==> src/rtl/core/fcs_pkg.sv <==
// Shared constants, types and the modulo-255 adder for the Fletcher checksum block.
package fcs_pkg;

    localparam int COUNT_BITS_DEF = 16;

    localparam logic [8:0] MOD_VAL   = 9'd255;
    localparam logic [8:0] FILL_BASE = 9'd510;
    localparam logic [7:0] MOD_BYTE  = 8'd255;

    typedef struct packed {
        logic [7:0] sum_first;
        logic [7:0] sum_second;
        logic [7:0] dist_mod;
        logic       off_nz;
    } t_msg_sums;

    typedef struct packed {
        logic [15:0] checksum_value;
        logic        checksum_is_zero;
        logic [7:0]  fill_first;
        logic [7:0]  fill_second;
    } t_result;

    // Valid whenever a + b stays below twice the modulus.
    function automatic logic [7:0] add_mod255(input logic [7:0] a, input logic [7:0] b);
        logic [8:0] s;
        s = {1'b0, a} + {1'b0, b};
        if (s >= MOD_VAL) begin
            s = s - MOD_VAL;
        end
        return s[7:0];
    endfunction

endpackage

==> src/rtl/core/fcs_fill.sv <==
// Result pipeline: forms the checksum and the two check bytes from the final sums.
module fcs_fill (
    input  logic              i_clk,
    input  logic              i_rst_n,
    input  logic              i_valid,
    output logic              o_ready,
    input  fcs_pkg::t_msg_sums i_sums,
    output logic              o_valid,
    input  logic              i_ready,
    output fcs_pkg::t_result  o_result
);
    import fcs_pkg::*;

    logic       rdy_out, rdy2, rdy1;
    logic       r_v1, r_v2, r_ov;
    t_msg_sums  r_s1;
    logic [15:0] r_prod;
    logic [7:0] r_sf2, r_ss2;
    logic       r_nz2;
    t_result    r_res;
    t_result    n_res;

    logic [7:0] prod_mod;
    logic [7:0] t_val;
    logic [7:0] iq;
    logic [8:0] ir_raw;
    logic [8:0] ir;

    assign rdy_out = !r_ov || i_ready;
    assign rdy2    = !r_v2 || rdy_out;
    assign rdy1    = !r_v1 || rdy2;
    assign o_ready = rdy1;

    always_comb begin
        prod_mod = add_mod255(r_prod[15:8], r_prod[7:0]);
        t_val    = add_mod255(prod_mod, MOD_BYTE - r_ss2);
        iq       = (t_val == 8'd0) ? MOD_BYTE : t_val;
        ir_raw   = FILL_BASE - {1'b0, r_sf2} - {1'b0, iq};
        ir       = (ir_raw > MOD_VAL) ? (ir_raw - MOD_VAL) : ir_raw;

        n_res.checksum_value   = {r_ss2, r_sf2};
        n_res.checksum_is_zero = (r_ss2 == 8'd0) && (r_sf2 == 8'd0);
        n_res.fill_first       = r_nz2 ? iq : 8'd0;
        n_res.fill_second      = r_nz2 ? ir[7:0] : 8'd0;
    end

    always_ff @(posedge i_clk) begin
        if (!i_rst_n) begin
            r_v1 <= 1'b0;
            r_v2 <= 1'b0;
            r_ov <= 1'b0;
        end else begin
            if (rdy1) begin
                r_v1 <= i_valid;
            end
            if (rdy2) begin
                r_v2 <= r_v1;
            end
            if (rdy_out) begin
                r_ov <= r_v2;
            end
        end
    end

    always_ff @(posedge i_clk) begin
        if (rdy1 && i_valid) begin
            r_s1 <= i_sums;
        end
        if (rdy2 && r_v1) begin
            r_prod <= {8'd0, r_s1.dist_mod} * {8'd0, r_s1.sum_first};
            r_sf2  <= r_s1.sum_first;
            r_ss2  <= r_s1.sum_second;
            r_nz2  <= r_s1.off_nz;
        end
        if (rdy_out && r_v2) begin
            r_res <= n_res;
        end
    end

    assign o_valid  = r_ov;
    assign o_result = r_res;

endmodule

==> src/rtl/core/fletcher_checksum_with_insertion.sv <==
// Top level of the Fletcher checksum block with check-byte insertion.
// The block takes one message byte per cycle while input ready is high, and keeps the two
// modulo-255 sums, the byte count and the position modulo 255 in registers updated on each
// accepted word. A word flagged as the last byte hands the final sums to a three-register
// result pipeline (operands, 8 by 8 product, reduction), whose output register presents its
// result, and the accumulators are already clear for the next message in the following
// cycle. Input ready falls only when that result pipeline is full and the output is stalled.
// The offset register is written through its own channel, which is always ready.
module fletcher_checksum_with_insertion #(
    parameter int COUNT_BITS = fcs_pkg::COUNT_BITS_DEF
) (
    input  logic        i_clk,
    input  logic        i_rst_n,
    input  logic        i_in_valid,
    output logic        o_in_ready,
    input  logic [7:0]  i_data_byte,
    input  logic        i_last_byte,
    output logic        o_out_valid,
    input  logic        i_out_ready,
    output logic [15:0] o_checksum_value,
    output logic        o_checksum_is_zero,
    output logic [7:0]  o_fill_first,
    output logic [7:0]  o_fill_second,
    input  logic        i_cfg_valid,
    output logic        o_cfg_ready,
    input  logic [15:0] i_cfg_data
);
    import fcs_pkg::*;

    localparam int CMP_W = (COUNT_BITS > 16) ? COUNT_BITS : 16;

    logic [15:0]           r_check_offset;
    logic [7:0]            r_off_mod;
    logic [7:0]            r_sum_first, r_sum_second;
    logic [COUNT_BITS-1:0] r_byte_index;
    logic [7:0]            r_pos_mod;

    logic [7:0]  n_sum_first, n_sum_second;
    logic [7:0]  n_len_mod;
    logic [7:0]  byte_in;
    logic [CMP_W-1:0] pos_w, off_w, off_m1_w;
    logic        off_nz;
    logic        accept;
    logic        fill_ready;
    t_msg_sums   sums;
    t_result     result;

    assign o_cfg_ready = 1'b1;
    assign accept      = i_in_valid && o_in_ready;
    assign o_in_ready  = fill_ready;

    always_comb begin
        off_nz   = (r_check_offset != 16'd0);
        pos_w    = CMP_W'(r_byte_index);
        off_w    = CMP_W'(r_check_offset);
        off_m1_w = off_w - CMP_W'(1);
        byte_in  = i_data_byte;
        if (off_nz && ((pos_w == off_m1_w) || (pos_w == off_w))) begin
            byte_in = 8'd0;
        end
        n_sum_first  = add_mod255(r_sum_first, byte_in);
        n_sum_second = add_mod255(r_sum_second, n_sum_first);
        n_len_mod    = (&r_byte_index) ? 8'd0 : add_mod255(r_pos_mod, 8'd1);

        sums.sum_first  = n_sum_first;
        sums.sum_second = n_sum_second;
        sums.dist_mod   = add_mod255(n_len_mod, MOD_BYTE - r_off_mod);
        sums.off_nz     = off_nz;
    end

    always_ff @(posedge i_clk) begin
        if (!i_rst_n) begin
            r_check_offset <= 16'd0;
            r_off_mod      <= 8'd0;
            r_sum_first    <= 8'd0;
            r_sum_second   <= 8'd0;
            r_byte_index   <= '0;
            r_pos_mod      <= 8'd0;
        end else begin
            if (i_cfg_valid) begin
                r_check_offset <= i_cfg_data;
                r_off_mod      <= add_mod255(i_cfg_data[15:8], i_cfg_data[7:0]);
            end
            if (accept) begin
                if (i_last_byte) begin
                    r_sum_first  <= 8'd0;
                    r_sum_second <= 8'd0;
                    r_byte_index <= '0;
                    r_pos_mod    <= 8'd0;
                end else begin
                    r_sum_first  <= n_sum_first;
                    r_sum_second <= n_sum_second;
                    r_byte_index <= r_byte_index + COUNT_BITS'(1);
                    r_pos_mod    <= n_len_mod;
                end
            end
        end
    end

    fcs_fill u_fill (
        .i_clk    (i_clk),
        .i_rst_n  (i_rst_n),
        .i_valid  (i_in_valid && i_last_byte),
        .o_ready  (fill_ready),
        .i_sums   (sums),
        .o_valid  (o_out_valid),
        .i_ready  (i_out_ready),
        .o_result (result)
    );

    assign o_checksum_value   = result.checksum_value;
    assign o_checksum_is_zero = result.checksum_is_zero;
    assign o_fill_first       = result.fill_first;
    assign o_fill_second      = result.fill_second;

    a_clear_after_last: assert property (@(posedge i_clk) disable iff (!i_rst_n)
        accept && i_last_byte |=> (r_sum_first == 8'd0) && (r_sum_second == 8'd0)
            && (r_byte_index == '0) && (r_pos_mod == 8'd0))
        else $error("Message state not cleared after the last word.");

    a_zero_flag: assert property (@(posedge i_clk) disable iff (!i_rst_n)
        o_out_valid |-> (o_checksum_is_zero == (o_checksum_value == 16'd0)))
        else $error("Zero flag disagrees with the checksum.");

    a_verify_only: assert property (@(posedge i_clk) disable iff (!i_rst_n)
        o_out_valid && (r_check_offset == 16'd0)
            |-> (o_fill_first == 8'd0) && (o_fill_second == 8'd0))
        else $error("Check bytes produced with insertion disabled.");

    a_fill_nonzero: assert property (@(posedge i_clk) disable iff (!i_rst_n)
        o_out_valid && (r_check_offset != 16'd0) |-> (o_fill_first != 8'd0))
        else $error("First check byte is zero with insertion enabled.");

endmodule

==> config.mk <==
export PLATFORM = sky130hd
export DESIGN_NAME = fletcher_checksum_with_insertion
export DESIGN_NICKNAME = d
export VERILOG_FILES = /design/src/rtl/core/fcs_pkg.sv /design/src/rtl/core/fcs_fill.sv /design/src/rtl/core/fletcher_checksum_with_insertion.sv
export SDC_FILE = /design/constraint.sdc
export NUM_CORES = 1
export LEC_CHECK = 0
export BUFFER_PORTS_ARGS = -buffer_cell sky130_fd_sc_hd__buf_2
export CORE_MARGIN = 4
export CORE_UTILIZATION = 55
export CTS_CLUSTER_SIZE = 28
export DETAILED_ROUTE_END_ITERATION = 10
export PLACE_DENSITY = 0.73
export SYNTH_ARGS = -nofsm -noshare
export SYNTH_HDL_FRONTEND = slang
export SYNTH_SLANG_ARGS = --single-unit
==> constraint.sdc <==
create_clock -name i_clk -period 20.4 [get_ports i_clk]
set_input_delay 3.06 -clock i_clk [delete_from_list [all_inputs] [get_ports i_clk]]
set_output_delay 3.06 -clock i_clk [all_outputs]
set_load 0.005 [all_outputs]
==> summary.md <==
| Metric | Value |
|---|---|
| Crit path buf inv count | `1` |
| Crit path max-delay cell type | `nor4_4` |
| Syn_nets | `1500` |
| Area grow syn2layout | `8.88%` |
| Cells after Synth | `1324` |
| Synth unique cells | `91` |
| CP Class | `register to register` |
| Initial antenna violation count | `0` |
| Placed Instance Area | `~13000 µm²` |
| Final Hold Vio Count | `0` |
| Die H | `158 µm` |
| # Max-Cap Violations | `0` |
| Postcts setup bufs | `0` |
| Remaining global-route overflow | `0` |
| Via/cell ratio | `approximately 5.8` |
| Synth async-reset ratio | `0` |
| CP max stage delay | `670 ps` |
| Area leader, netlist | `edfxtp_1` |
| Status | `complete, no violations` |
| LEAKAGE | `5.77 nW` |
| Worst-case clock buffer depth | `2` |
| Post-route clock skew | `16.1 ps` |
| Dpl cells | `1635` |
| Metal1 wirelength | `roughly 12000 µm` |
| Drt first pass iters | `4` |
| CTS Buf Count | `17` |
| Commonest non-fill, non-tap cell in the layout | `inv_1` |
| Fin worst setup slack | `11720 ps` |
| Total Routing Usage GR | `0.213` |
| Met2 wire length | `12100 µm` |
| Ys Warns | `0` |
| Design area | `between 10000 and 15000 µm²` |
| Register clock-pin slew on the reported worst setup and hold paths | `70 ps` |
| Fillers | `1898` |
| Crit start category | `register` |
| DP HPWL | `20100 µm` |
| Layout cells sized above 1 | `0.0981` |
| Non-filler cells, final | `1667` |
| First-pass GRT wire length | `around 44000 µm` |
| WP data required | `20570 ps` |
| TNS Setup | `0 ps` |
| DR WL/cell | `15.8 µm` |
| CTS tree | `built` |
| Number of nets in the layout | `1550` |
| DR WL met3 | `1410 µm` |
| Proportion of netlist area held by the largest area contributor | `0.220` |
| Initial Util | `0.565` |
| Critical path peak fanout | `14` |
| Die ar. | `between 20000 and 30000 µm²` |
| Die Span X | `158 µm` |
| HP Class | `register to register` |
| RSZ-0062 raised after global routing | `false` |
| Vias post-DR | `9601` |
| CP endpoint kind | `register` |
| Peak VDD IR | `0.124 mV` |
| Prevailing post-synth register cell | `edfxtp_1` |
| Clock sink count | `158` |
| Final Max Tran Viols | `0` |
| Post-CTS Hold Buffers | `0` |
| # DRC | `0` |
| Largest net degree at the start of global routing | `38` |
| Clk_lat worst skew | `approximately 430 ps` |
| Io pins | `66` |
| Rows | `54` |
| Post-Route WL | `26300 µm` |
| Iter 0 DRT Violations | `591` |
| Number of synthesized flops with an enable pin | `91` |
| Fin crit period | `between 8000 and 9000 ps` |
| Synthesized area per cell | `9.40 µm²` |
| Post-CTS resize count | `0` |
| Top sig layer | `met4` |
| RD Place Congestion | `0.910` |
| Post-Syn Area | `12400 µm²` |
| Vias in the first global route | `approximately 9200` |
| Most frequent cells in the layout | `inv_1, ha_1, nor2_1` |
| Crit path DAT | `8850 ps` |
| H-tree level count | `4` |
| Final core occ | `0.615` |
| Port Buf Inserts | `64` |
| Clock root buffer master | `clkbuf_16` |
| Place WS | `roughly 11000 ps` |
| Synth top area cells | `edfxtp_1, dfxtp_1, ha_1, fa_1, xnor2_1` |
| Worst path top cell family by delay | `compound AO/OA/AOI/OAI gates` |
| Antenna-violating nets left | `0` |
| Worst Max-Slew Pin Slew | `about 1100 ps` |
| Tcrit/Tclk final | `0.425` |
| Final setup vio count | `0` |
| Maximum clock frequency | `115 MHz` |
| Seq/Total Area, Yosys | `0.327` |
| Relative slew slack | `0.234` |
| PwrDens | `166 nW/µm²` |
| # diodes | `0` |
| Seq cells post-synth | `roughly 160` |
| Core Area | `22000 µm²` |
## logic make-up after synthesis
kind of cell | Yosys count | synth area share
simple gates | 454 | 0.193
mux | 27 | 0.0221
buf+inv | 143 | 0.0458
flops | 158 | 0.327
other cells | 1 | 0.000301
compound gates | 282 | 0.158
fa+ha+maj | 146 | 0.173
xor+xnor | 113 | 0.0807
## flip-flops by register name, indices dropped and copies added, names as in the netlist
name	count
u_fill.o_result	33
u_fill.r_s1	25
off_w	16
pos_w	16
u_fill.r_prod	16
r_off_mod	8
r_pos_mod	8
r_sum_first	8
r_sum_second	8
u_fill.r_sf2	8
u_fill.r_ss2	8
u_fill.o_valid	1
u_fill.r_nz2	1
u_fill.r_v1	1
u_fill.r_v2	1
## worst paths after layout
path                    startpoint  cells past startpoint            endpoint  slack [ps]
setup / recovery  u_fill.r_prod[0]                     30  u_fill.o_result[3]       11720
hold / removal     u_fill.r_s1[12]                      0     u_fill.r_ss2[3]         420
setup reg to reg  u_fill.r_prod[0]                     30  u_fill.o_result[3]       11720
hold reg to reg    u_fill.r_s1[12]                      0     u_fill.r_ss2[3]         420
## area by class of cell
cell class                      count  area, µm²  share of cell area
Clock inverter                     11        104             0.00766
Tap cell                          280        350              0.0259
Sequential cell                   158       4070               0.301
Clock buffer                       21        469              0.0346
Multi-Input combinational cell   1023       7820               0.577
Timing Repair Buffer               64        320              0.0236
Inverter                          110        413              0.0305
## power breakdown
| group | switching (mW) | leakage [nW] | total [mW] | internal (mW) |
|---|---|---|---|---|
| clock | 0.134 | 0.282 | 0.313 | 0.179 |
| combinational | 0.862 | 4.10 | 1.49 | 0.629 |
| sequential | 0.0247 | 1.38 | 0.451 | 0.426 |
| total | 1.02 | 5.77 | 2.25 | 1.23 |
## cell usage after synthesis (all sizes together) (4+ instances only)
| master | instances |
|---|---|
| and2 | 48 |
| nand2 | 86 |
| xor2 | 41 |
| or3 | 16 |
| o21bai | 4 |
| nor2 | 95 |
| mux2 | 4 |
| nor2b | 44 |
| o41ai | 4 |
| or2 | 12 |
| ha | 103 |
| mux2i | 23 |
| a22o | 11 |
| nor4 | 16 |
| o31a | 5 |
| o21ai | 64 |
| o21a | 27 |
| xnor2 | 72 |
| edfxtp | 91 |
| and3 | 23 |
| a21boi | 8 |
| a31oi | 9 |
| inv | 110 |
| o31ai | 9 |
| a21o | 21 |
| dfxtp | 67 |
| nand3 | 32 |
| nand4 | 17 |
| nand3b | 4 |
| fa | 43 |
| o211ai | 6 |
| a21oi | 57 |
| clkbuf | 28 |
| nand2b | 16 |
| o2111ai | 8 |
| nor3 | 25 |
| buf | 5 |
| a211oi | 14 |
## metrics by stage
stage	hold slack (ps)	power (mW)
floorplan	400	1.65
global placement	403	1.88
detailed placement	406	1.92
CTS	423	2.25
global route	422	2.46
finish	420	2.25
## metal layers
| layer | track usage | up-vias |
|---|---|---|
| li1 | - | 4829 |
| met1 | 0.294 | 4507 |
| met2 | 0.347 | 239 |
| met3 | 0.0397 | 26 |
| met4 | 0.0573 | 0 |
| met5 | 0 | - |
No activity file was read; power rests on OpenSTA's default activity.
